## src/rtl/histogram_vertex_z_finder_unit_macros.svh

```systemverilog
// ----------------------------------------------------------------------------
// Assertion macros shared by the vertex finder modules
// ----------------------------------------------------------------------------
`ifndef HISTOGRAM_VERTEX_Z_FINDER_UNIT_MACROS_SVH
`define HISTOGRAM_VERTEX_Z_FINDER_UNIT_MACROS_SVH
`ifndef SYNTHESIS
// checked outside reset
`define HVZF_ASSERT(lbl, prop, msg) \
	lbl: assert property (@(posedge clk) disable iff (!arst_n) prop) \
	else $error(msg);
// checked on every edge, reset included
`define HVZF_ASSERT_ALWAYS(lbl, prop, msg) \
	lbl: assert property (@(posedge clk) prop) \
	else $error(msg);
`else
`define HVZF_ASSERT(lbl, prop, msg)
`define HVZF_ASSERT_ALWAYS(lbl, prop, msg)
`endif
`endif

```

## src/rtl/hvzf_pkg.sv

```systemverilog
// ----------------------------------------------------------------------------
// hvzf_pkg
// Shared types and constants of the histogram vertex z finder.
// ----------------------------------------------------------------------------
package hvzf_pkg;

	localparam int unsigned MAX_TRACKS_DEF = 256;
	localparam int unsigned MAX_BINS_DEF   = 512;

	localparam int unsigned Z_W     = 12;
	localparam int unsigned PT_W    = 12;
	localparam int unsigned BW_W    = 11;
	localparam int unsigned RNG_W   = 11;
	localparam int unsigned PTL_W   = 12;
	localparam int unsigned BIN_W   = 20;
	localparam int unsigned SUM_W   = 22;
	localparam int unsigned CB_W    = 10;
	localparam int unsigned CFG_W   = 12;
	localparam int unsigned CFG_IDX_W = 2;

	localparam int unsigned QUEUE_DEPTH = 4;
	localparam int unsigned QUEUE_AW    = 2;

	localparam logic [BW_W-1:0]  BIN_WIDTH_RST    = 11'd13;
	localparam logic [RNG_W-1:0] Z_HALF_RANGE_RST = 11'd1920;
	localparam logic [PTL_W-1:0] PT_LIMIT_RST     = 12'd200;

	typedef enum logic [CFG_IDX_W-1:0] {
		REG_BIN_WIDTH    = 2'd0,
		REG_Z_HALF_RANGE = 2'd1,
		REG_PT_LIMIT     = 2'd2
	} cfg_reg_t;

	typedef struct packed {
		logic [BW_W-1:0]  bin_width;
		logic [RNG_W-1:0] z_half_range;
		logic [PTL_W-1:0] pt_limit;
	} cfg_t;

	typedef struct packed {
		logic [Z_W-1:0]  z0;
		logic [PT_W-1:0] pt;
		logic            last;
		logic            drop;
	} track_item_t;

	typedef struct packed {
		logic [Z_W-1:0]   vertex_z;
		logic [SUM_W-1:0] window_pt_sum;
		logic [CB_W-1:0]  centre_bin;
		logic             empty_selection;
		logic             track_overflow;
	} result_t;

	typedef enum logic [2:0] {
		ST_LOAD,
		ST_BIN_START,
		ST_BIN_RUN,
		ST_SEL,
		ST_DIV_INIT,
		ST_DIV,
		ST_OUT
	} back_state_t;

endpackage

```

## src/rtl/hvzf_front.sv

```systemverilog
// ----------------------------------------------------------------------------
// hvzf_front
// Accepts tracks, marks those beyond the per-event limit for dropping and
// queues them for the back end.
// ----------------------------------------------------------------------------
`include "histogram_vertex_z_finder_unit_macros.svh"

module hvzf_front #(
	parameter int unsigned MAX_TRACKS = hvzf_pkg::MAX_TRACKS_DEF
) (
	input  logic                        clk,
	input  logic                        arst_n,
	input  logic                        in_valid,
	output logic                        in_ready,
	input  logic [hvzf_pkg::Z_W-1:0]    track_z0,
	input  logic [hvzf_pkg::PT_W-1:0]   track_pt,
	input  logic                        last_track,
	output logic                        q_valid,
	input  logic                        q_ready,
	output hvzf_pkg::track_item_t       q_item
);

	localparam int unsigned TCW = $clog2(MAX_TRACKS + 1);

	hvzf_pkg::track_item_t         fifo_q [hvzf_pkg::QUEUE_DEPTH];
	logic [hvzf_pkg::QUEUE_AW-1:0] wr_ptr_q;
	logic [hvzf_pkg::QUEUE_AW-1:0] rd_ptr_q;
	logic [hvzf_pkg::QUEUE_AW:0]   count_q;
	logic [TCW-1:0]                ev_cnt_q;
	logic                          push;
	logic                          pop;
	logic                          drop;

	assign in_ready = count_q != (hvzf_pkg::QUEUE_AW + 1)'(hvzf_pkg::QUEUE_DEPTH);
	assign q_valid  = count_q != '0;
	assign q_item   = fifo_q[rd_ptr_q];
	assign push     = in_valid && in_ready;
	assign pop      = q_valid && q_ready;
	assign drop     = ev_cnt_q == TCW'(MAX_TRACKS);

	always_ff @(posedge clk) begin
		if (push) begin
			fifo_q[wr_ptr_q] <= '{z0: track_z0, pt: track_pt, last: last_track, drop: drop};
		end
	end

	always_ff @(posedge clk or negedge arst_n) begin
		if (!arst_n) begin
			wr_ptr_q <= '0;
			rd_ptr_q <= '0;
			count_q  <= '0;
			ev_cnt_q <= '0;
		end else begin
			if (push) begin
				wr_ptr_q <= wr_ptr_q + 1'b1;
				// restart the count at each event boundary, hold at the limit
				if (last_track) begin
					ev_cnt_q <= '0;
				end else if (!drop) begin
					ev_cnt_q <= ev_cnt_q + 1'b1;
				end
			end
			if (pop) begin
				rd_ptr_q <= rd_ptr_q + 1'b1;
			end
			case ({push, pop})
				2'b10:   count_q <= count_q + 1'b1;
				2'b01:   count_q <= count_q - 1'b1;
				default: count_q <= count_q;
			endcase
		end
	end

	`HVZF_ASSERT_ALWAYS(a_queue_bound,
		count_q <= (hvzf_pkg::QUEUE_AW + 1)'(hvzf_pkg::QUEUE_DEPTH), "queue overfilled")
	`HVZF_ASSERT_ALWAYS(a_event_count_bound, ev_cnt_q <= TCW'(MAX_TRACKS),
		"event track count past limit")
	`HVZF_ASSERT(a_event_restart, push && last_track |=> ev_cnt_q == '0,
		"event count not restarted")
	`HVZF_ASSERT(a_queue_hold, q_valid && !q_ready && !push |=> $stable(count_q),
		"queue level moved without traffic")

endmodule

```

## config.mk

```make
export PLATFORM = sky130hd
export DESIGN_NAME = hvzf_front
export DESIGN_NICKNAME = d
export VERILOG_FILES = /design/src/rtl/hvzf_pkg.sv /design/src/rtl/hvzf_front.sv
export VERILOG_INCLUDE_DIRS = /design/src /design/src/rtl
export SDC_FILE = /design/constraint.sdc
export NUM_CORES = 1
export LEC_CHECK = 0
export BUFFER_PORTS_ARGS = -buffer_cell sky130_fd_sc_hd__buf_2
export CORE_MARGIN = 4
export CORE_UTILIZATION = 40
export DETAILED_ROUTE_END_ITERATION = 10
export SLEW_MARGIN = 20
export SYNTH_ARGS = -nofsm -noshare
export SYNTH_HDL_FRONTEND = slang
export SYNTH_SLANG_ARGS = --single-unit
export TNS_END_PERCENT = 5
```

## constraint.sdc

```tcl
create_clock -name clk -period 3 [get_ports clk]
set_clock_uncertainty 0.2 [all_clocks]
set_input_delay 0.15 -clock clk [delete_from_list [all_inputs] [get_ports clk]]
set_output_delay 0.15 -clock clk [all_outputs]
set_load 0.005 [all_outputs]
```

==> flow_metrics.tcl <==
set metrics [dict create \
    finalHoldViolations 0 \
    ant_nets 0 \
    relSlewSlack_pct 56.9 \
    grt_overflow_total 0 \
    grt_usage_pct 13.6 \
    fin_nets 371 \
    ys_ff_latch 120 \
    clock_path_buffers 2 \
    layout-drive-gt1-share_pct 36.0 \
    grt_max_degree 27 \
    slowest_stage "or3b_1" \
    worstPathRequired_ps 3120 \
    path_class "register to register" \
    cp-start-kind "register" \
    syn-num-nets 269 \
    crit_chain "or3b_1 > nand2_4 > ha_1 > inv_1 > fa_1 > xor2_1 > nor2_1 > xor2_1" \
    m1WireLength_mm 3.66 \
    numCtsBuffers 17 \
    die_h_um 116 \
    grt_setup_unrepaired "false" \
    synth-edff-count 104 \
    grt_pass1_wl_mm 13.5 \
    slowest_delay_ps 490 \
    postCtsResizedCells 0 \
    min_period_ps 2460 \
    rows 39 \
    path_clk_slew_ps 60 \
    r2r_start "count_q[1]$_DFFE_PN0P_" \
    crit_start "count_q[1]$_DFFE_PN0P_" \
    cts_tree "built" \
    setup_viol 0 \
    path_max_fanout 16 \
    ir_drop_uv 558 \
    die_x_um 116 \
    viasPerCell 5.01 \
    p_leak_nw 2.21 \
    drtPass1Iterations 4 \
    ys.flop_type "edfxtp_1" \
    first_iter_violations 127 \
    ctsRootBufferMaster "clkbuf_16" \
    yosys_warnings 0 \
    setup_tns_ps 0 \
    synth-seq-area-share_pct 74.9 \
    io_pins 57 \
    drc 0 \
    wirelength_mm 8.33 \
    avgSynthCellArea_um2 20.3 \
    clock_latency_ps 400 \
    worst_slew_pin_slew_ps 644 \
    maxSlewViolCount 0 \
    path_delay_family "simple AND/OR/NAND/NOR gates" \
    grt_pass1_vias 2548 \
    gp_congestion 0.787 \
    port_buffers 56 \
    hold_end "count_q[2]$_DFFE_PN0P_" \
    dr_total_vias 2453 \
    path_common_cell "xor2_1" \
    antenna_found_initial 0 \
    syn_inst 232 \
    initial_core_util_pct 41.0 \
    critical_path_buf_inv_count 1 \
    status "complete, no violations" \
    top_layer_used "met4" \
    cts-htree-levels 4 \
    netlist_area_um2 4700 \
    arrival_ps 2580 \
    end_kind "register" \
    hold_slack_ps 280 \
    reg2reg_to "count_q[2]$_DFFE_PN0P_" \
    hp-start "count_q[2]$_DFFE_PN0P_" \
    ys_async_sr_fraction_pct 13.3 \
    min-delay-path-class "register to register" \
    fmax_mhz 407 \
    power.density_nw_per_um2 942 \
    wl_per_cell_um 17.0 \
    synth_cell_types 34 \
    area_growth_pct 28.4 \
    final.period_utilization_pct 81.9 \
    min_path_cells 1 \
    totalPowerFinal_mw 5.69 \
    wl_met3_um 411 \
    drv_cap 0 \
    core-area_um2 11500 \
    r2r_cells 8 \
    n_antenna_cell 0 \
    r2r_setup_slack_ps 540 \
    dieArea_um2 13600 \
    clock_sinks 120 \
    dp_hpwl_mm 5.09 \
    wl_met2_mm 4.18 \
]
==> flip-flops by register name, indices dropped and copies added, names as in the netlist <==
name / cells
rd_ptr_q: 2
fifo_q: 104
ev_cnt_q: 9
count_q: 3
wr_ptr_q: 2
==> cell families (layout without fill, tap and decap cells) <==
logic type	Yosys count	in the layout	synth area share (%)
multiplexers	27	27	12.7
AO/OA/AOI/OAI	19	19	2.69
AND/OR/NAND/NOR	34	34	4.58
flip-flops	120	120	74.9
adder cells (fa/ha/maj)	8	8	2.29
buffers and inverters	18	133	1.73
XOR/XNOR	6	6	1.12
==> where the power goes <==
group	total, mW	switching, mW	internal, mW
sequential	2.38	0.185	2.20
combinational	1.42	0.670	0.750
clock	1.89	0.677	1.21
total	5.69	1.53	4.16
==> synthesized netlist by cell type (all sizes together) (2+ instances only) <==
library cell  count  share of area, %
a22oi             2              0.32
a31oi             2              0.27
and3              7              0.96
buf               6              0.77
clkbuf            4              0.32
dfrtp            16               8.5
edfxtp          104                66
ha                7               1.9
inv               8              0.64
mux4             26                12
nand2             5              0.56
nand3             8              0.85
nor2              4              0.32
nor2b             2              0.27
o21ai             7              0.82
o31ai             4              0.64
o41ai             2              0.37
or3               2              0.27
xnor2             3              0.56
xor2              3              0.56
==> area by class of cell <==
class                      instances  area, um2
inverter                           8       30.0
timing repair buffer              93        646
clock buffer                      19        433
fill                             914       5430
tap                              143        179
sequential                       120       3520
clock inverter                    13        130
multi-input combinational         94       1100
==> cells in the final DEF (no fill, tap or decap), types with 6 or more instances in the layout <==
cell | synthesis | routed
and3_1 | 6 | 6
buf_2 | 5 | 56
buf_4 | 0 | 6
clkbuf_16 | 0 | 17
dfrtp_1 | 16 | 15
dlygate4sd3_1 | 0 | 30
edfxtp_1 | 104 | 104
ha_1 | 7 | 7
inv_1 | 8 | 8
mux4_2 | 26 | 26
nand3_1 | 8 | 8
o21ai_0 | 6 | 6
==> stage by stage <==
stage                     setup slack, ps  instance area, um2  utilization (%)  cells
after floorplan                       591                4700                -    232
after global placement                616                5180             45.2    428
after detailed placement              554                5180             45.2    428
after CTS                             535                6040             52.7    490
after global routing                  404                6040             52.7    490
final                                 542                6040             52.7    490
==> layer usage <==
metal	up-vias	global-route usage [%]
met5	-	0
met4	0	4.41
met3	9	4.82
met2	46	21.5
met1	1252	17.6
li1	1146	-
==> repair_timing <==
| action | CTS | global route |
|---|---|---|
| hold endpoints to repair | 120 | 0 |
| hold buffers | 30 | 0 |
| setup buffers | 0 | 0 |
==> worst max path at each step <==
stage,to,slack (ps),cells after the start
after floorplan,count_q[2]$_DFFE_PN0P_,590,10
after global placement,count_q[2]$_DFFE_PN0P_,620,8
after detailed placement,count_q[2]$_DFFE_PN0P_,550,8
after CTS,count_q[2]$_DFFE_PN0P_,530,8
after global routing,count_q[2]$_DFFE_PN0P_,400,8
final,count_q[2]$_DFFE_PN0P_,540,8
(Power assumes the default switching activity.)
